File: config.mk
export PLATFORM = sky130hd
export DESIGN_NAME = vnt_mac
export DESIGN_NICKNAME = d
export VERILOG_FILES = /design/src/sv/vnt_pkg.sv /design/src/sv/vnt_mac.sv
export VERILOG_INCLUDE_DIRS = /design/src /design/src/sv
export SDC_FILE = /design/constraint.sdc
export NUM_CORES = 1
export LEC_CHECK = 0
export BUFFER_PORTS_ARGS = -buffer_cell sky130_fd_sc_hd__buf_4
export CAP_MARGIN = 5
export CORE_ASPECT_RATIO = 0.8
export CORE_MARGIN = 10
export CORE_UTILIZATION = 28
export DETAILED_ROUTE_END_ITERATION = 10
export GPL_ROUTABILITY_DRIVEN = 0
export PLACE_DENSITY_LB_ADDON = 0.12
export REMOVE_ABC_BUFFERS = 1
export SLEW_MARGIN = 20
export SYNTH_ARGS = -nofsm -noshare
export SYNTH_HDL_FRONTEND = slang
export SYNTH_SLANG_ARGS = --single-unit
export TNS_END_PERCENT = 10
File: constraint.sdc
create_clock -name clk -period 6.24 [get_ports clk]
set_clock_uncertainty 0.15 [all_clocks]
set_input_delay 0.936 -clock clk [delete_from_list [all_inputs] [get_ports clk]]
set_output_delay 0.936 -clock clk [all_outputs]
set_load 0.05 [all_outputs]
File: src/sv/assert_macros.svh
// Assertion macros shared by the noise turbulence RTL.
`ifndef ASSERT_MACROS_SVH
`define ASSERT_MACROS_SVH

// Same-cycle implication, checked on clk and disabled in reset.
`define VNT_ASSERT_IMP(lbl, ante, cons, msg) \
  lbl: assert property (@(posedge clk) disable iff (rst) (ante) |-> (cons)) else $error(msg);

// Next-cycle implication, checked on clk and disabled in reset.
`define VNT_ASSERT_NXT(lbl, ante, cons, msg) \
  lbl: assert property (@(posedge clk) disable iff (rst) (ante) |=> (cons)) else $error(msg);

`endif

File: src/sv/vnt_pkg.sv
// Shared widths, register indexes and the issue record of the noise turbulence block.
`default_nettype none
package vnt_pkg;

  localparam int COORD_W    = 7;
  localparam int VAL_W      = 16;
  localparam int GRAY_W     = 8;
  localparam int GS_W       = 8;
  localparam int ZOOM_W     = 3;
  localparam int CFG_IDX_W  = 2;
  localparam int CFG_DATA_W = 8;
  // Corner weights are at most 128 * 128, so 15 bits suffice.
  localparam int WT_W       = 15;
  localparam int PROD_W     = WT_W + VAL_W;
  // The weighted octave sum stays below 2^31.
  localparam int ACC_W      = 32;
  localparam int SHAMT_W    = 5;

  localparam logic [SHAMT_W-1:0] GRAY_SHIFT_BASE = 5'd9;

  localparam logic [CFG_IDX_W-1:0] REG_GRID_SIZE = 2'd0;
  localparam logic [CFG_IDX_W-1:0] REG_ZOOM_LOG2 = 2'd1;

  localparam logic [GS_W-1:0]   GRID_SIZE_RST = 8'd128;
  localparam logic [ZOOM_W-1:0] ZOOM_RST      = 3'd5;

  // One table read handed from the sequencer to the multiply-accumulate pipe.
  typedef struct packed {
    logic              vld;
    logic              first;
    logic              last;
    logic [ZOOM_W-1:0] shift;
    logic [WT_W-1:0]   weight;
  } mac_issue_t;

endpackage
`default_nettype wire

File: src/sv/vnt_mac.sv
// Multiply-accumulate pipe: corner weight times table sample, shifted into the octave sum.
`default_nettype none
`include "assert_macros.svh"
module vnt_mac (
  input  logic                        clk,
  input  logic                        rst,
  input  vnt_pkg::mac_issue_t         issue,
  input  logic [vnt_pkg::VAL_W-1:0]   rd_data,
  output logic                        done,
  output logic [vnt_pkg::ACC_W-1:0]   sum
);
  import vnt_pkg::*;

  mac_issue_t         iss_d;
  logic               p_vld;
  logic               p_first;
  logic               p_last;
  logic [ZOOM_W-1:0]  p_shift;
  logic [PROD_W-1:0]  prod;
  logic [ACC_W-1:0]   acc;

  // Control: issue aligned with the read data, then product, then sum.
  always_ff @(posedge clk) begin
    if (rst) begin
      iss_d <= '0;
      p_vld <= 1'b0;
      done  <= 1'b0;
    end else begin
      iss_d <= issue;
      p_vld <= iss_d.vld;
      done  <= p_vld && p_last;
    end
  end

  // Datapath: one multiply per cycle, registered before the accumulate.
  always_ff @(posedge clk) begin
    prod    <= PROD_W'(iss_d.weight) * PROD_W'(rd_data);
    p_first <= iss_d.first;
    p_last  <= iss_d.last;
    p_shift <= iss_d.shift;
    if (p_vld) begin
      acc <= (p_first ? '0 : acc) + (ACC_W'(prod) << p_shift);
    end
  end

  assign sum = acc;

  `VNT_ASSERT_NXT(a_done_single, done, !done, "two sums finished back to back")

endmodule
`default_nettype wire

Word-level counts from Yosys, hierarchy flattened
Index checks and enable logic that the tools add are counted.

Latch bits: 0. Memories: 0. Input port bits: 39. Register bits after elaboration: 91. Bits in read-only memories: 0. Bits in writable memories: 0.

Equality and inequality tests: 0. Reduce and logical (&&, ||, !) cells: 1. Shift operators: 1. Magnitude comparators: 0. Add/subtract/negate cells: 1. Muxes and demuxes: 1. Bitwise operators: 0. Multipliers: 1. Divide/modulo/power cells: 0.

Operators by type and width (count): 32-bit adder (1); 32-bit 2-to-1 mux (1); 31-bit by 3-bit left shift with 32-bit output (1); 15-bit by 16-bit multiplier with 31-bit output (1); 1-bit logical AND (1).

Depth between registers and ports, before layout
Gate-level depths: netlist (run 1).

Word-level depth: 2. Gate-level depth with buffers: 22. Depth with buffers taken out: 21.

Worst setup path before layout (run 1)
OpenSTA, ideal clock, no wires.

Path type: input-to-reg. Start: input rd_data[10] in the netlist's numbering. End: register prod[30]. Buffers on the path: 1. Data required time: 6017 ps. Path slack: -208 ps. Stages on the path: 19. Arrival: 6224 ps. Cell sequence: clkbuf_1 > and2_1 > fa_1 > inv_1 > fa_1 > fa_1 > fa_1 > fa_1 > fa_1 > inv_1 > ha_1 > and3_1 > and3_1 > a2111o_1 > a31oi_1 > o21ba_2 > o21a_1 > or4b_4 > o211ai_2.

Longest elaborated chain between the ends: 1.

Ends and longest elaborated chain: from (decl) (RTL line vnt_mac.sv:8) `input logic [vnt_pkg::VAL_W-1:0] rd_data,`; 15-bit by 16-bit multiplier with 31-bit output (RTL line vnt_mac.sv:37) `prod <= PROD_W'(iss_d.weight) * PROD_W'(rd_data);`; to (signal assigned) (RTL line vnt_mac.sv:37); to (decl) (RTL line vnt_mac.sv:19) `logic [PROD_W-1:0] prod;`.

No other way between the ends. A chain may end at the register's enable or synchronous reset.

Final worst setup path (run 1)
Ends and elaborated chain as after synthesis.

==> results of run 1 <==
-- power groups by stage --
stage | registers [mW] | clock network (mW) | logic [mW]
floorplan | 1.03 | 0 | 2.67
global placement | 0.934 | 0 | 4.08
detailed placement | 0.934 | 0 | 4.07
CTS | 0.922 | 0.632 | 4.16
global route | 0.940 | 0.647 | 4.79
finish | 0.919 | 0.602 | 4.20
-- critical path, cell delays in order --
cell and delay, ps:
buf_4 160, and2_1 180, fa_1 510, inv_1 60, fa_1 530, inv_1 50, fa_1 480, fa_1 560
fa_1 420, fa_1 490, ha_4 300, and3_4 190, and3_4 190, a2111o_1 190, a31oi_1 100, o21ba_2 220
buf_4 140, or2_1 220, a221oi_2 290, o211ai_2 100
-- cell usage after synthesis, drive strengths merged, types with 10 or more instances --
cell type,number
and2,145
nor2,37
o21ai,30
a21o,26
clkbuf,55
and3,10
mux2i,12
xor2,17
nand2,155
xnor2,39
a21oi,64
mux2,22
nor2b,58
inv,213
o21bai,12
fa,181
dfxtp,59
edfxtp,32
ha,126
nand2b,12
mux4,14
nand3,14
-- sequential cells by signal, summed over array words and instances (netlist names) --
register,cells
iss_d,21
prod,31
done,1
p_first,1
p_last,1
p_shift,3
sum,32
p_vld,1
-- cells in the final DEF, fill, tap and decap left out, types with 9 or more instances in the layout --
cell / n
inv_1: 208
fa_1: 178
buf_4: 158
nand2_1: 154
and2_1: 138
ha_1: 121
a21oi_1: 62
dfxtp_1: 59
nor2b_1: 58
xnor2_1: 39
nor2_1: 37
edfxtp_1: 32
a21o_1: 26
o21ai_0: 25
mux2_2: 22
xor2_1: 17
nand3_1: 14
mux4_2: 14
o21bai_1: 12
nand2b_1: 12
mux2i_1: 12
clkbuf_16: 9
-- stage by stage --
stage / cell area, µm² / power (mW) / utilization [%] / std cells / setup TNS, ps
finish: 15500 / 5.72 / 33.1 / 2166 / 0
global route: 15500 / 6.37 / 33.1 / 2166 / -657
CTS: 15400 / 5.72 / 32.8 / 2165 / -63.0
detailed placement: 15000 / 5.01 / 32.0 / 2147 / -3320
global placement: 15000 / 5.01 / 32.0 / 2147 / -3230
floorplan: 13000 / 3.71 / - / 1366 / -209
-- metal layers --
metal	up-vias	global-route usage [%]	routed length, µm
met2	86	21.0	16100
met4	0	1.64	218
met1	4883	18.7	18500
li1	4816	-	-
met3	12	1.54	686
met5	-	0	0
-- cells by family (layout without fill, tap and decap cells) --
family / after synthesis / after routing / synth area share [%]
XOR/XNOR: 56 / 56 / 3.71
AND/OR/NAND/NOR: 463 / 463 / 18.3
adder cells (fa/ha/maj): 307 / 307 / 39.4
buffers and inverters: 275 / 393 / 7.85
AO/OA/AOI/OAI: 188 / 188 / 9.32
flip-flops: 91 / 91 / 16.2
multiplexers: 48 / 48 / 5.17
-- what timing repair did --
action / 4_1_cts / 5_1_grt
gates resized for setup: 10 / 24
endpoints found under the setup margin: 4 / 10
buffers inserted: 2 / 1
pin swaps: 18 / 14
-- worst paths after layout --
check | to | startpoint | slack (ps)
setup / recovery | prod[30] | rd_data[10] | 10
hold / removal | p_first | iss_d[19] | 180
setup reg to reg | prod[30] | iss_d[3] | 180
hold reg to reg | p_first | iss_d[19] | 180
-- final cells by class --
class	count	area, µm²	share of cell area, %
Multi-Input combinational cell	1062	10200	65.6
Sequential cell	91	2140	13.8
Timing Repair Buffer	164	1290	8.32
Inverter	213	800	5.16
Tap cell	620	776	5.01
Clock buffer	10	229	1.48
Clock inverter	6	87.6	0.566
==> metrics, run 1 <==
Overflow after GRT 0; Clock transition at path regs ~70 ps; r2r worst-path depth 20; HP Class reg2reg; # rows 71; worst skew pair latency 350 ps; Comb pwr share approximately three quarters; initial antenna violation count 0; wire length per cell 16.4 µm; DP Worst Slack -463 ps; # IOs 72; cell taking the most area after synthesis fa_1; Synth top area share 27.4%; Clk pwr share a little over a tenth; status completed; Worst-Margin Slew ~690 ps; vias in the first global route 10700; initial drt markers 393; crit path time final 6230 ps; register share of total power between 10% and 20%; total core area 0.0468 mm²; flip-flop and latch count after synthesis between 90 and 100; Synth Warn # 0; async set-or-reset flop fraction in the synthesized netlist 0%; Setup Viol. Count Final 0; Pwr Density about 370 mW/mm²; Post-synth EDFFs 32; dpl hpwl 30200 µm; CTS tree done; Antenna Nets Post-Route 0; Leak Pwr ~7.3 nW; Detailed Route WL between 30000 and 40000 µm; Post-CTS Hold Fix Bufs 0; Fin Hold WS roughly 180 ps; via count around 9800; Starting Density about 28%; fmax ~160 MHz; Max-slew headroom about 54%; Area contributors post-synth fa_1 (27%), ha_1 (12%), dfxtp_1 (8.9%); Final Hold Viols 0; Max-cap violations 0; Crit. End Element flop; nature of the critical path startpoint input port; Die X-Extent ~260 µm; die area ~0.056 mm²; WP data required roughly 6300 ps; RSZ-0062 raised after global routing yes; Post-Syn Area 0.0132 mm²; CTS HTree Levels 3; number of CTS-inserted buffers 9; Fill cells 4887; switching power approximately 2.6 mW; Worst VDD drop between 0.2 and 0.25 mV; Die Span Y about 210 µm; Hold Crit Depth 0; Post-Synthesis Cells approximately 1400; vias per std cell about 4.5; worst-path maximum fanout 9; post-synth cell types 60; clk buf depth 2; Int Power between 3 and 4 mW; final period utilization 99.8%; first-pass GRT wire length roughly 60000 µm; synthesis-to-layout area growth 17.3%; drt drc 0; diodes inserted 0; # port buffers between 70 and 80; clock sink total 91; Root Buffer clkbuf_16; dominant synthesized flop cell dfxtp_1; Mean Syn Cell Area around 9.2 µm²; Switching Share between 40 and 50%; TritonRoute pass-1 iters 4; largest net degree at the start of global routing 37; WP data arrival roughly 6300 ps; Seq/Total Area, Yosys approximately 16%; critical path class in2reg; GR Util All Layers between 10% and 20%; share of cells above drive strength 1 16.8%; Setup WS post-layout 10.7 ps; Final Max Tran Viols 0; fin nets roughly 1900
No activity file was read; power rests on OpenSTA's default activity.
==> inputs of run 2 (changes only) <==
- CORE_ASPECT_RATIO: 0.8 -> 1.4
- PLACE_DENSITY_LB_ADDON: 0.12 -> not set
- SETUP_SLACK_MARGIN: not set -> 0.4
==> run 2 against run 1 <==
Hold slack got worse by 7.1 ps. Final area shrank 0.76%. Wire length decreased by 9.1%. Register-to-register slack better by 50 ps. First-iteration DRC count down 18%. Die area up 0.12%.
==> metrics, run 2 (same netlist as run 1, synthesis figures left out) <==
Crit. End Element flop; Largest register FFs 32 (unchanged); Clock transition at path regs 60 ps (about the same); critical path class in2reg; Antenna Nets Post-Route 0 (unchanged); Starting Density 28.2% (about the same); post-route core utilization 32.8% (-0.25 points); # IOs 72 (unchanged); WP data required 6380 ps (+50 ps); worst skew pair latency 370 ps (+20 ps); vias per std cell 4.54 (+0.26%); initial antenna violation count 0 (unchanged); fmax 163 MHz (+1.3%); CP bufs+invs 3 (-1); Setup Viol. Count Final 0 (unchanged); nature of the critical path startpoint input port; crit path time final 6150 ps (-82.8 ps); Worst VDD drop 0.203 mV (-17%); number of CTS-inserted buffers 9 (unchanged); Final Hold Viols 0 (unchanged); CP max stage delay 570 ps (about the same); Worst-Margin Slew 617 ps (-77.2 ps); WP data arrival 6290 ps (-20 ps); most frequent cells in the layout inv_1 (208), fa_1 (177), nand2_1 (154); Sequential Area 0.00214 mm² (about the same); largest net degree at the start of global routing 39 (+5.4%); clk buf depth 2 (unchanged); final period utilization 98.5% (-1.3 points); Reg-to-Reg End prod[30]; via count 9782 (-0.15%); Critical Path Most Common Cell fa_1; synthesis-to-layout area growth 16.4%; CTS tree done; delay-heaviest family, CP adder cells; Max-slew headroom 58.9% (+5.2 points); commonest non-fill, non-tap cell in the layout inv_1; Pwr Density 363 mW/mm² (-1.7%); Hold Startpoint iss_d[15]; setup bufs post-CTS 0 (-2); Min-Delay Endpoint p_shift[0]; worst-path maximum fanout 7 (-2); RSZ-0062 raised after global routing yes; fin nets 1874 (-0.69%); critical path, cell by cell buf_4 > and2_4 > fa_1 > inv_1 > fa_1 > fa_1 > fa_1 > fa_1 > fa_1 > inv_1 > ha_4 > and3_1 > and3_4 > a2111o_1 > a31oi_1 > o21ba_2 > o21a_1 > or4b_4 > o211ai_2; wire length per cell 15.0 µm (-8.7%); Tot Pwr 5.58 mW (-2.5%); multi-input logic area 0.0102 mm² (+0.25%); Fill cells 4898 (+0.23%); Max-cap violations 0 (unchanged); GR Util All Layers 11.7% (-1.3 points); Final Max Tran Viols 0 (unchanged); Overflow after GRT 0 (unchanged); status completed; Die X-Extent 204 µm (-23%); clock sink total 91 (unchanged); die area 0.0564 mm² (+0.12%); total core area 0.0468 mm² (about the same); first-pass GRT wire length 53900 µm (-9.4%); # port buffers 71 (unchanged); HP Class reg2reg; Worst path slowest cell fa_1; Detailed Route WL 32300 µm (-9.1%); TritonRoute pass-1 iters 5 (+1); r2r setup slk 230 ps (+50 ps); vias in the first global route 10600 (-0.42%); r2r worst-path depth 17 (-15%); dpl hpwl 27900 µm (-7.4%); initial drt markers 321 (-18%); # rows 94 (+32%); CTS HTree Levels 3 (unchanged); Leak Pwr 7.27 nW (-0.85%); reg-to-reg startpoint iss_d[0]; Die Span Y 277 µm (+29%); diodes inserted 0 (unchanged); Hold Crit Depth 0 (unchanged); share of cells above drive strength 1 16.4% (-0.31 points); Root Buffer clkbuf_16; drt drc 0 (unchanged)
-- run 2: cell count changes in the layout (fill, tap and decap cells not counted), sizes merged --
| cell | change |
|---|---|
| buf | -13 |
| bufinv | -1 |
| clkbuf | +1 |
| clkinv | +1 |
| clkinvlp | -1 |
-- run 2: worst max path at each step --
| stage | end | slack (ps) | from | cells past startpoint |
|---|---|---|---|---|
| floorplan | prod[28] | -80 | rd_data[15] | 20 |
| global placement | prod[28] | -420 | rd_data[15] | 21 |
| detailed placement | prod[28] | -480 | rd_data[15] | 21 |
| CTS | prod[30] | 20 | rd_data[6] | 20 |
| global route | prod[30] | -70 | rd_data[10] | 19 |
| finish | prod[30] | 90 | rd_data[10] | 19 |
-- run 2: what timing repair did --
item | in CTS | in global routing
resized for setup | 19 | 20
setup endpoints to repair | 13 | 15
pin swaps | 28 | 19
hold buffers | 0 | 0
-- run 2: worst register-to-register path: cells and delay by family, from the launching register on --
kind	cells	cell delay (ps)
fa+ha+maj	7	3240
compound gates	5	810
flops	1	640
buf+inv	1	60
simple gates	4	1050
-- run 2: layout make-up --
class	count	area share, %
Inverter	213	5.20
Clock buffer	11	1.64
Tap cell	624	5.08
Multi-Input combinational cell	1062	66.3
Sequential cell	91	13.9
Timing Repair Buffer	151	7.45
Clock inverter	5	0.383
-- run 2: routing by layer --
layer	up-vias	track usage (%)	part of all wire, %	wire, µm
li1	4792	-	-	-
met1	4818	13.1	41	13100
met2	130	22.3	55	17700
met3	42	1.77	2.4	774
met4	0	3.30	2.0	643
met5	-	0	0	0
-- run 2: metrics by stage --
step           worst slack (ps)  hold slack, ps  cell area (µm²)  setup TNS [ps]  instances
3_5_place_dp               -481             162            14900           -3510       2141
6_report                   93.5             172            15400               0       2157
5_1_grt                   -73.1             178            15400            -134       2157
2_1_floorplan             -78.1             160            13000            -209       1366
4_1_cts                    20.2             176            15300               0       2157
3_3_place_gp               -423             161            14900           -2950       2141
-- run 2: report_power, final --
group          internal, mW  total (mW)  switching [mW]
clock network         0.334       0.581           0.247
logic                  1.91        4.08            2.17
registers             0.839       0.918          0.0789
