File: config.mk
export PLATFORM = sky130hd
export DESIGN_NAME = vnt_seq
export DESIGN_NICKNAME = d
export VERILOG_FILES = /design/src/sv/vnt_pkg.sv /design/src/sv/vnt_seq.sv
export VERILOG_INCLUDE_DIRS = /design/src /design/src/sv
export SDC_FILE = /design/constraint.sdc
export NUM_CORES = 1
export LEC_CHECK = 0
export ABC_AREA = 1
export BUFFER_PORTS_ARGS = -buffer_cell sky130_fd_sc_hd__buf_2
export CORE_MARGIN = 1
export CORE_UTILIZATION = 55
export CTS_BUF_LIST = sky130_fd_sc_hd__clkbuf_4
export DETAILED_ROUTE_END_ITERATION = 8
export PLACE_DENSITY = 0.87
export SETUP_SLACK_MARGIN = 0.3
export SLEW_MARGIN = 20
export SYNTH_ARGS = -nofsm -noshare
export SYNTH_HDL_FRONTEND = slang
export SYNTH_SLANG_ARGS = --single-unit
File: constraint.sdc
create_clock -name clk -period 8.1 [get_ports clk]
set_input_delay 0.405 -clock clk [delete_from_list [all_inputs] [get_ports clk]]
set_output_delay 0.405 -clock clk [all_outputs]
set_load 0.03 [all_outputs]
File: src/sv/assert_macros.svh
// Assertion macros shared by the noise turbulence RTL.
`ifndef ASSERT_MACROS_SVH
`define ASSERT_MACROS_SVH

// Same-cycle implication, checked on clk and disabled in reset.
`define VNT_ASSERT_IMP(lbl, ante, cons, msg) \
  lbl: assert property (@(posedge clk) disable iff (rst) (ante) |-> (cons)) else $error(msg);

// Next-cycle implication, checked on clk and disabled in reset.
`define VNT_ASSERT_NXT(lbl, ante, cons, msg) \
  lbl: assert property (@(posedge clk) disable iff (rst) (ante) |=> (cons)) else $error(msg);

`endif

File: src/sv/vnt_pkg.sv
// Shared widths, register indexes and the issue record of the noise turbulence block.
`default_nettype none
package vnt_pkg;

  localparam int COORD_W    = 7;
  localparam int VAL_W      = 16;
  localparam int GRAY_W     = 8;
  localparam int GS_W       = 8;
  localparam int ZOOM_W     = 3;
  localparam int CFG_IDX_W  = 2;
  localparam int CFG_DATA_W = 8;
  // Corner weights are at most 128 * 128, so 15 bits suffice.
  localparam int WT_W       = 15;
  localparam int PROD_W     = WT_W + VAL_W;
  // The weighted octave sum stays below 2^31.
  localparam int ACC_W      = 32;
  localparam int SHAMT_W    = 5;

  localparam logic [SHAMT_W-1:0] GRAY_SHIFT_BASE = 5'd9;

  localparam logic [CFG_IDX_W-1:0] REG_GRID_SIZE = 2'd0;
  localparam logic [CFG_IDX_W-1:0] REG_ZOOM_LOG2 = 2'd1;

  localparam logic [GS_W-1:0]   GRID_SIZE_RST = 8'd128;
  localparam logic [ZOOM_W-1:0] ZOOM_RST      = 3'd5;

  // One table read handed from the sequencer to the multiply-accumulate pipe.
  typedef struct packed {
    logic              vld;
    logic              first;
    logic              last;
    logic [ZOOM_W-1:0] shift;
    logic [WT_W-1:0]   weight;
  } mac_issue_t;

endpackage
`default_nettype wire

File: src/sv/vnt_seq.sv
// Octave sequencer: wrapped grid indices, corner addresses and bilinear weights.
`default_nettype none
`include "assert_macros.svh"
module vnt_seq #(
  parameter int GRID_MAX = 128,
  localparam int RW = $clog2(GRID_MAX),
  localparam int GW = $clog2(GRID_MAX + 1),
  localparam int AW = $clog2(GRID_MAX * GRID_MAX)
) (
  input  logic                         clk,
  input  logic                         rst,
  input  logic                         start,
  input  logic [vnt_pkg::COORD_W-1:0]  x_in,
  input  logic [vnt_pkg::COORD_W-1:0]  y_in,
  input  logic [GW-1:0]                g,
  input  logic [vnt_pkg::ZOOM_W-1:0]   k,
  output logic                         rd_en,
  output logic [AW-1:0]                rd_addr,
  output vnt_pkg::mac_issue_t          issue
);
  import vnt_pkg::*;

  typedef enum logic [1:0] {S_IDLE, S_PRE, S_RUN} state_t;

  state_t              state;
  logic [ZOOM_W-1:0]   j;
  logic [ZOOM_W-1:0]   jm1;
  logic [RW-1:0]       rx;
  logic [RW-1:0]       ry;
  logic [RW-1:0]       rx_step;
  logic [RW-1:0]       ry_step;
  logic [RW-1:0]       x2;
  logic [RW-1:0]       y2;
  logic [RW-1:0]       xs;
  logic [RW-1:0]       ys;
  logic [1:0]          corner;
  logic [COORD_W-1:0]  x;
  logic [COORD_W-1:0]  y;
  logic [7:0]          s;
  logic [COORD_W-1:0]  fx;
  logic [COORD_W-1:0]  fy;
  logic [7:0]          ax;
  logic [7:0]          ay;
  logic [15:0]         wprod;

  // One restoring remainder step: (2r + b) mod g, with r already below g.
  function automatic logic [RW-1:0] mod_step(input logic [RW-1:0] r, input logic b,
                                             input logic [GW-1:0] gg);
    logic [RW:0] t;
    t = {r, b};
    if (32'(t) >= 32'(gg)) begin
      mod_step = RW'(32'(t) - 32'(gg));
    end else begin
      mod_step = RW'(t);
    end
  endfunction

  // Moving to the next finer octave brings in one more coordinate bit.
  assign jm1     = j - 3'd1;
  assign rx_step = mod_step(rx, x[jm1], g);
  assign ry_step = mod_step(ry, y[jm1], g);

  // The neighbour below wraps to the last row or column of the grid.
  assign x2 = (rx == '0) ? RW'(g - GW'(1)) : rx - RW'(1);
  assign y2 = (ry == '0) ? RW'(g - GW'(1)) : ry - RW'(1);
  assign xs = corner[1] ? x2 : rx;
  assign ys = corner[0] ? y2 : ry;

  // Fractions within the current cell and the corner weight.
  always_comb begin
    s     = 8'd1 << j;
    fx    = x & COORD_W'(s - 8'd1);
    fy    = y & COORD_W'(s - 8'd1);
    ax    = corner[1] ? (s - {1'b0, fx}) : {1'b0, fx};
    ay    = corner[0] ? (s - {1'b0, fy}) : {1'b0, fy};
    wprod = ax * ay;
  end

  // Read request and the matching issue record.
  assign rd_en        = (state == S_RUN);
  assign rd_addr      = AW'(32'(xs) * 32'(GRID_MAX) + 32'(ys));
  assign issue.vld    = rd_en;
  assign issue.first  = (j == k) && (corner == 2'd0);
  assign issue.last   = (j == 3'd0) && (corner == 2'd3);
  assign issue.shift  = k - j;
  assign issue.weight = WT_W'(wprod);

  // Octave walk: remainder steps down to the first octave, then four reads per octave.
  always_ff @(posedge clk) begin
    if (rst) begin
      state <= S_IDLE;
    end else begin
      case (state)
        S_IDLE: begin
          if (start) begin
            x      <= x_in;
            y      <= y_in;
            j      <= 3'd7;
            rx     <= '0;
            ry     <= '0;
            corner <= 2'd0;
            state  <= (k == 3'd7) ? S_RUN : S_PRE;
          end
        end
        S_PRE: begin
          j  <= jm1;
          rx <= rx_step;
          ry <= ry_step;
          if (jm1 == k) begin
            state <= S_RUN;
          end
        end
        S_RUN: begin
          corner <= corner + 2'd1;
          if (corner == 2'd3) begin
            if (j == 3'd0) begin
              state <= S_IDLE;
            end else begin
              j  <= jm1;
              rx <= rx_step;
              ry <= ry_step;
            end
          end
        end
        default: state <= S_IDLE;
      endcase
    end
  end

  `VNT_ASSERT_IMP(a_rem_in_range, state == S_RUN, (32'(rx) < 32'(g)) && (32'(ry) < 32'(g)), "grid index beyond grid size")
  `VNT_ASSERT_IMP(a_start_idle, start, state == S_IDLE, "pixel started while sequencer busy")

endmodule
`default_nettype wire

## Word level (Yosys, flattened, before mapping)

Cells that the tools add are included.

- Bitwise operators: 3
- Multipliers: 1
- Mux-type cells: 31
- $lt $le $gt $ge: 3
- Shift-type cells: 1
- Reduce and logical (&&, ||, !) cells: 13
- Add/subtract/negate cells: 12
- Equality and inequality tests: 11

Operators by type and width:

| cell | count |
|---|---|
| $mux 7 | 11 |
| $pmux 7 s3 | 2 |
| $sub 7x1->7 const B | 4 |
| $ge 8x8->1 | 2 |
| $mux 8 | 2 |
| $sub 8x7->8 | 2 |
| $mul 8x8->15 | 1 |
| $add 14x7->14 | 1 |
| $and 7x7->7 | 2 |
| $logic_not 7->1 | 2 |
| $sub 7x7->7 | 2 |
| $mux 2 | 6 |
| $mux 3 | 3 |
| $pmux 3 s3 | 1 |
| $shl 1x3->8 const A | 1 |
| $bmux 1 s3 | 2 |
| $eq 3x3->1 | 2 |
| $ne 2x2->1 const B | 3 |
| $pmux 2 s3 | 1 |
| $reduce_and 3->1 | 2 |
| $reduce_and 5->1 | 1 |
| $eq 2x2->1 const B | 2 |
| $logic_not 2->1 | 2 |
| $lt 3x4->1 const B | 1 |
| 14 further kinds | 17 |

- Register bits after elaboration: 35
- Bits of input ports: 28
- Output and inout bits: 36

## Longest topological paths before layout

Gate-level depths: netlist (run 1).

- Word-level depth: 8
- Depth in mapped cells: 40
- Gate-level depth less buffers: 40

## Worst setup path before layout (run 1)

Ideal clock, no wire load.

- Kind: register -> output
- Start: reg j[0]
- End: out issue[14] (netlist name)
- Required time: 7.695 ns
- Path buffers: 0
- Setup slack: 1.162 ns
- Stages on the path, launching flop included: 39
- Arrival: 6.533 ns
- Cell sequence: edfxtp_1 -> inv_1 -> ha_1 -> o21ai_4 -> nand2_4 -> nor2_1 -> nand3_1 -> xor2_1 -> nand2_1 -> ha_1 -> nand2_1 -> inv_1 -> nand3_1 -> nand3_1 -> nand2_1 -> inv_2 -> nor2_4 -> inv_2 -> [... 3 more ...] -> inv_1 -> fa_1 -> inv_1 -> fa_1 -> inv_1 -> ha_1 -> a21oi_1 -> o21ai_0 -> a21oi_1 -> o21ai_0 -> nand2_1 -> inv_1 -> or2_2 -> nand2_1 -> nand2_1 -> inv_1 -> nand2_1 -> nand2_1

RTL lines:

| what | line | source |
|---|---|---|
| start: declaration | vnt_seq.sv:26 | `logic [ZOOM_W-1:0] j;` |
| start signal: assignment | vnt_seq.sv:106 | `j <= jm1;` |
| start signal: assignment | vnt_seq.sv:119 | `j <= jm1;` |
| end: declaration | vnt_seq.sv:19 | `output vnt_pkg::mac_issue_t issue` |

==> flow_summary.json, run 1 <==
{
  "drive_gt1_share_pct": 18.8,
  "grt_pass1_vias": 5210,
  "synth_top_area_cell": "edfxtp_1",
  "tightestPinTransition_ns": 0.911,
  "endpoint_kind": "output port",
  "maxSlewHeadroom_pct": 39.2,
  "clock_sinks": 35,
  "hold_slack_ns": 0.208,
  "synth-xor-area-share_pct": 5.83,
  "row_count": 37,
  "cp.required_ns": 7.70,
  "routed_wl_um": 14500,
  "hold_viol_final": 0,
  "regArea_um2": 1030,
  "ios": 64,
  "pre_cts_ws_ns": 0.452,
  "die_w_um": 105,
  "clk_latency_ns": 0.37,
  "clock-root-buffer": "clkbuf_4",
  "slew_violations": 0,
  "synth-async-reset-ratio_pct": 0,
  "drt-initial-drc-count": 367,
  "antenna_left": 0,
  "rsz0062_at_grt": "false",
  "fin_crit_sh_pct": 94.2,
  "hp-class": "primary input to register",
  "fin_skew_ns": 0.0170,
  "placed_cell_area_um2": 6310,
  "critical_path_class": "register to output port",
  "outcome": "complete, no violations",
  "crit_buf_inv": 9,
  "layout_setup_ws_ns": 0.472,
  "drc": 0,
  "synthDominantCellAreaShare_pct": 16.9,
  "h-tree-depth": 2,
  "synthMuxAreaShare_pct": 0.192,
  "clock_path_buffers": 2,
  "setup_viol": 0,
  "wl_per_cell_um": 14.6,
  "synth_top_family_by_area": "adder cells",
  "critPathTopFamily": "adder cells",
  "antenna_cells": 0,
  "dp_hpwl_um": 11000,
  "clkTransAtPathRegs_ns": 0.12,
  "area_delta_synth_final_pct": 12.9,
  "fin_crit_ns": 7.63,
  "syn_area_um2": 5860,
  "grt_pass1_wl_um": 23400,
  "grt_max_degree": 23,
  "syn_nets": 924,
  "synth-adder-area-share_pct": 28.6,
  "synth_compound_area_share_pct": 15.1,
  "vias": 5586,
  "multiInputGateArea_um2": 4320,
  "fin_area_um2": 6610,
  "crit_path_top_delay_cell": "fa_1",
  "netlist_top_cells_area": "edfxtp_1 17%, ha_1 16%, fa_1 13%",
  "antenna_found_initial": 0,
  "max_stage_delay_ns": 0.55,
  "drt_pass1_iterations": 5,
  "fin_nets": 999,
  "cap_violations": 0,
  "gr-total-overflow": 0,
  "cp_max_fo": 7,
  "critical_path.most_common_cell": "nand2_1",
  "cts_inserted_buffers": 5,
  "vias_per_cell": 5.60,
  "max_freq_mhz": 131,
  "synth_edf_count": 33,
  "grt_usage_pct": 26.2,
  "critPathArrivalTime_ns": 7.22,
  "place_congestion": 0.911,
  "cts_tree": "yes",
  "core_um2": 10300,
  "ys_seq_area_share_pct": 17.6,
  "yosys.area_share.simple_pct": 22.1,
  "syn_inst": 785,
  "synthDistinctLibCells": 48,
  "yosys_most_used_dff": "edfxtp_1",
  "die_area_um2": 11100,
  "die_y_um": 105,
  "port_buffers": 63,
  "yosysWarnings": 0,
  "startpoint_type": "register",
  "hold_buffers": 0,
  "synth-seq-cells": 35,
  "final.setup.tns_ns": 0,
  "synth_area_per_cell_um2": 7.46,
  "fill_cells": 849,
  "start_util_pct": 56.7
}
-- state kept, by name (all words and copies together), names as in the netlist --
register	flops
state	2
x	7
j	3
ry	7
rx	7
y	7
corner	2
-- cells in the mapped netlist (2+ instances only) --
library cell,instances
a211oi_1,4
a21o_1,4
a21oi_1,53
a21oi_2,3
a31oi_1,3
buf_2,2
clkbuf_1,6
clkinv_1,2
dfxtp_1,2
edfxtp_1,33
fa_1,38
ha_1,73
inv_1,137
inv_2,10
nand2_1,128
nand2_2,11
nand2_4,5
nand3_1,32
nand3_2,2
nand4_1,3
nor2_1,83
nor2_2,9
nor2_4,2
nor3_1,9
o211ai_1,7
o21a_1,2
o21ai_0,52
o21ai_1,4
o21ai_2,4
o21ai_4,2
o21bai_1,2
o31ai_1,3
or2_2,3
xnor2_1,11
xor2_1,28
-- metrics by stage --
stage	utilization [%]	cells
floorplan	-	785
global placement	61.1	976
detailed placement	61.1	976
CTS	62.1	986
global route	64.0	997
finish	64.0	997
-- placed cells by master, fill, tap and decap left out, types with 5 or more instances in the layout --
| cell | instances |
|---|---|
| inv_1 | 133 |
| fa_1 | 38 |
| nand3_1 | 31 |
| a21oi_1 | 52 |
| edfxtp_1 | 33 |
| o21ai_0 | 50 |
| inv_2 | 13 |
| clkbuf_4 | 6 |
| buf_2 | 62 |
| nand2_1 | 127 |
| ha_4 | 6 |
| o211ai_1 | 7 |
| nand2_4 | 5 |
| nor3_1 | 8 |
| xor2_1 | 27 |
| ha_1 | 65 |
| xnor2_1 | 11 |
| nor2_1 | 81 |
| buf_4 | 14 |
| o21ai_1 | 6 |
| nor2_2 | 10 |
| nand2_2 | 12 |
-- worst paths after layout --
| kind | startpoint | end | slack, ns | depth (start not counted) |
|---|---|---|---|---|
| hold reg to reg | state[0]$_SDFFE_PP0P_ | state[0]$_SDFFE_PP0P_ | 0.56 | 2 |
| setup reg to reg | j[1]$_SDFFCE_PN1P_ | rx[0]$_SDFFCE_PN0P_ | 4.17 | 15 |
| setup / recovery | j[0]$_SDFFCE_PN1P_ | issue[14] | 0.47 | 38 |
| hold / removal | y_in[4] | y[4]$_DFFE_PP_ | 0.21 | 1 |
-- layout make-up --
type / instances / share of cell area (%)
Clock buffer: 6 / 0.681
Clock inverter: 2 / 0.568
Inverter: 150 / 8.63
Multi-Input combinational cell: 590 / 65.3
Sequential cell: 35 / 15.6
Tap cell: 136 / 2.57
Timing Repair Buffer: 78 / 6.62
-- logic make-up (layout without fill, tap and decap cells) --
family                     Yosys count  in the layout
AOI/OAI and AO/OA                  149            149
xor gates and xnor gates            39             39
adders and majority gates          111            111
buffers and inverters              160            236
DFF                                 35             35
muxes                                1              1
and+or+nand+nor                    290            290
-- per-layer routing --
layer | up-vias | global-route usage, % | routed length (um)
met5 | - | 0 | 0
met2 | 263 | 44.2 | 6840
met3 | 58 | 3.93 | 1170
li1 | 2687 | - | -
met1 | 2578 | 34.4 | 6010
met4 | 0 | 8.35 | 506
-- repair_timing --
item                                    4_1_cts  5_1_grt
gates resized for setup                       2       24
endpoints found under the setup margin        1        3
pin swaps                                     1        8
buffers inserted                              2       11
Power of run 1 is left out: the tool's default activity adds up to more than one toggle a clock period on the data nets, which glitch-free logic cannot reach.
==> run 2: changes to the inputs <==
CELL_PAD_IN_SITES_DETAIL_PLACEMENT = 2   (was unset)
CELL_PAD_IN_SITES_GLOBAL_PLACEMENT = 2   (was unset)
CORE_UTILIZATION = 36   (was 55)
GPL_TIMING_DRIVEN = 0   (was unset)
PLACE_DENSITY = 0.95   (was 0.87)
SKIP_LAST_GASP = 1   (was unset)
==> run 2 against run 1 <==
Sequential cell count did not move; critical path type unchanged; cell count rose by 8.8%; via count rose by 11%; clock skew barely moved; first-iteration DRC count fell by 12%; worst setup slack got worse by 0.14 ns; critical path depth rose by 2; wire length rose by 82%; maximum frequency fell by 1.8%.
==> flow_summary.json, run 2 (same netlist as run 1, synthesis figures left out) <==
{
  "cts_inserted_buffers": 5,
  "vias": 6179,
  "dp_hpwl_um": 18800,
  "ios": 64,
  "die_y_um": 130,
  "placed_cell_area_um2": 6460,
  "wl_per_cell_um": 24.3,
  "dpl.cell_count": 1065,
  "area_delta_synth_final_pct": 17.1,
  "antenna_found_initial": 0,
  "startpoint_type": "register",
  "fin_nets": 1007,
  "clock_path_buffers": 2,
  "critical_path_class": "register to output port",
  "endpoint_kind": "output port",
  "drt_pass1_iterations": 5,
  "drive_gt1_share_pct": 21.4,
  "fin_crit_ns": 7.76,
  "max_stage_delay_ns": 0.58,
  "grt_pass1_wl_um": 37200,
  "clk_latency_ns": 0.36,
  "slew_violations": 0,
  "grt_usage_pct": 29.2,
  "fill_cells": 1878,
  "port_buffers": 63,
  "vias_per_cell": 5.69,
  "pre_cts_ws_ns": 0.0758,
  "start_util_pct": 36.9,
  "hold_buffers": 0,
  "antenna_cells": 0,
  "clock-root-buffer": "clkbuf_4",
  "antenna_left": 0,
  "cts_tree": "yes",
  "gr-total-overflow": 0,
  "tightestPinTransition_ns": 0.944,
  "crit_path_top_delay_cell": "fa_1",
  "final.setup.tns_ns": 0,
  "cap_violations": 0,
  "die_w_um": 130,
  "outcome": "complete, no violations",
  "hp-class": "primary input to register",
  "die_area_um2": 16800,
  "critical_path.most_common_cell": "nand2_2",
  "cp.required_ns": 7.70,
  "clkTransAtPathRegs_ns": 0.15,
  "drc": 0,
  "rsz0062_at_grt": "true",
  "final_cell_mix": "131 x inv_1, 120 x nand2_1, 78 x nor2_1, 64 x buf_2, 64 x ha_1",
  "critPathArrivalTime_ns": 7.36,
  "row_count": 46,
  "drt-initial-drc-count": 322,
  "setup_viol": 0,
  "grt_pass1_vias": 6872,
  "fin_crit_sh_pct": 95.9,
  "grt_max_degree": 15,
  "layout.cells.non_filler": 1085,
  "layout_setup_ws_ns": 0.335,
  "fin_skew_ns": 0.0171,
  "place_congestion": 0.833,
  "cp_max_fo": 5,
  "core_um2": 15900,
  "h-tree-depth": 2,
  "final_common_cell": "inv_1",
  "maxSlewHeadroom_pct": 37.1,
  "clock_sinks": 35,
  "routed_wl_um": 26400,
  "max_freq_mhz": 129,
  "fin_area_um2": 6850,
  "hold_viol_final": 0
}
run 2: changes by cell type in the layout (fill, tap and decap cells not counted), sizes merged:
cell,before,now
buf,78,80
clkinv,2,4
clkbuf,6,11
bufinv,1,0
run 2: per-layer routing:
metal	up-vias	share of wire [%]	global-route usage [%]
met2	233	52	55.6
met4	0	5.1	11.0
li1	2705	-	-
met1	3133	40	33.3
met5	-	0	0
met3	108	3.6	3.51
run 2: area by class of cell:
type / count / area (um^2) / area share, %
Buffer: 10 / 51.3 / 0.748
Clock buffer: 5 / 37.5 / 0.548
Clock inverter: 3 / 20.0 / 0.292
Inverter: 150 / 576 / 8.40
Multi-Input combinational cell: 590 / 4440 / 64.8
Sequential cell: 35 / 1030 / 15.0
Tap cell: 216 / 270 / 3.94
Timing Repair Buffer: 76 / 427 / 6.22
run 2: final timing paths:
kind | start | end | slack, ns | cells past startpoint
worst max register to register | j[0]$_SDFFCE_PN1P_ | rx[3]$_SDFFCE_PN0P_ | 3.51 | 15
worst max-delay path | j[0]$_SDFFCE_PN1P_ | issue[14] | 0.34 | 40
worst min-delay path | x_in[0] | x[0]$_DFFE_PP_ | 0.20 | 1
worst min register to register | state[1]$_SDFFE_PP0P_ | state[1]$_SDFFE_PP0P_ | 0.65 | 2
run 2: repair_timing:
item | 4_1_cts | 5_1_grt
buffers inserted | 7 | 5
gates cloned | 0 | 0
resized for setup | 19 | 39
endpoints found under the setup margin | 3 | 4
pin swaps | 5 | 14
run 2: metrics by stage:
step | utilization, % | hold WS (ns)
after global routing | 43.1 | 0.184
after floorplan | - | 0.483
final | 43.1 | 0.201
after CTS | 41.8 | 0.212
after detailed placement | 40.7 | 0.584
after global placement | 40.5 | 0.526
run 2: critical path: cells and delay by family (launching register included):
family	cells	cell delay (ns)
simple gates	16	1.88
fa+ha+maj	7	2.88
compound gates	4	0.52
flops	1	0.48
buf+inv	12	1.02
xor+xnor	1	0.20
Power of run 2 is left out for the same reason.
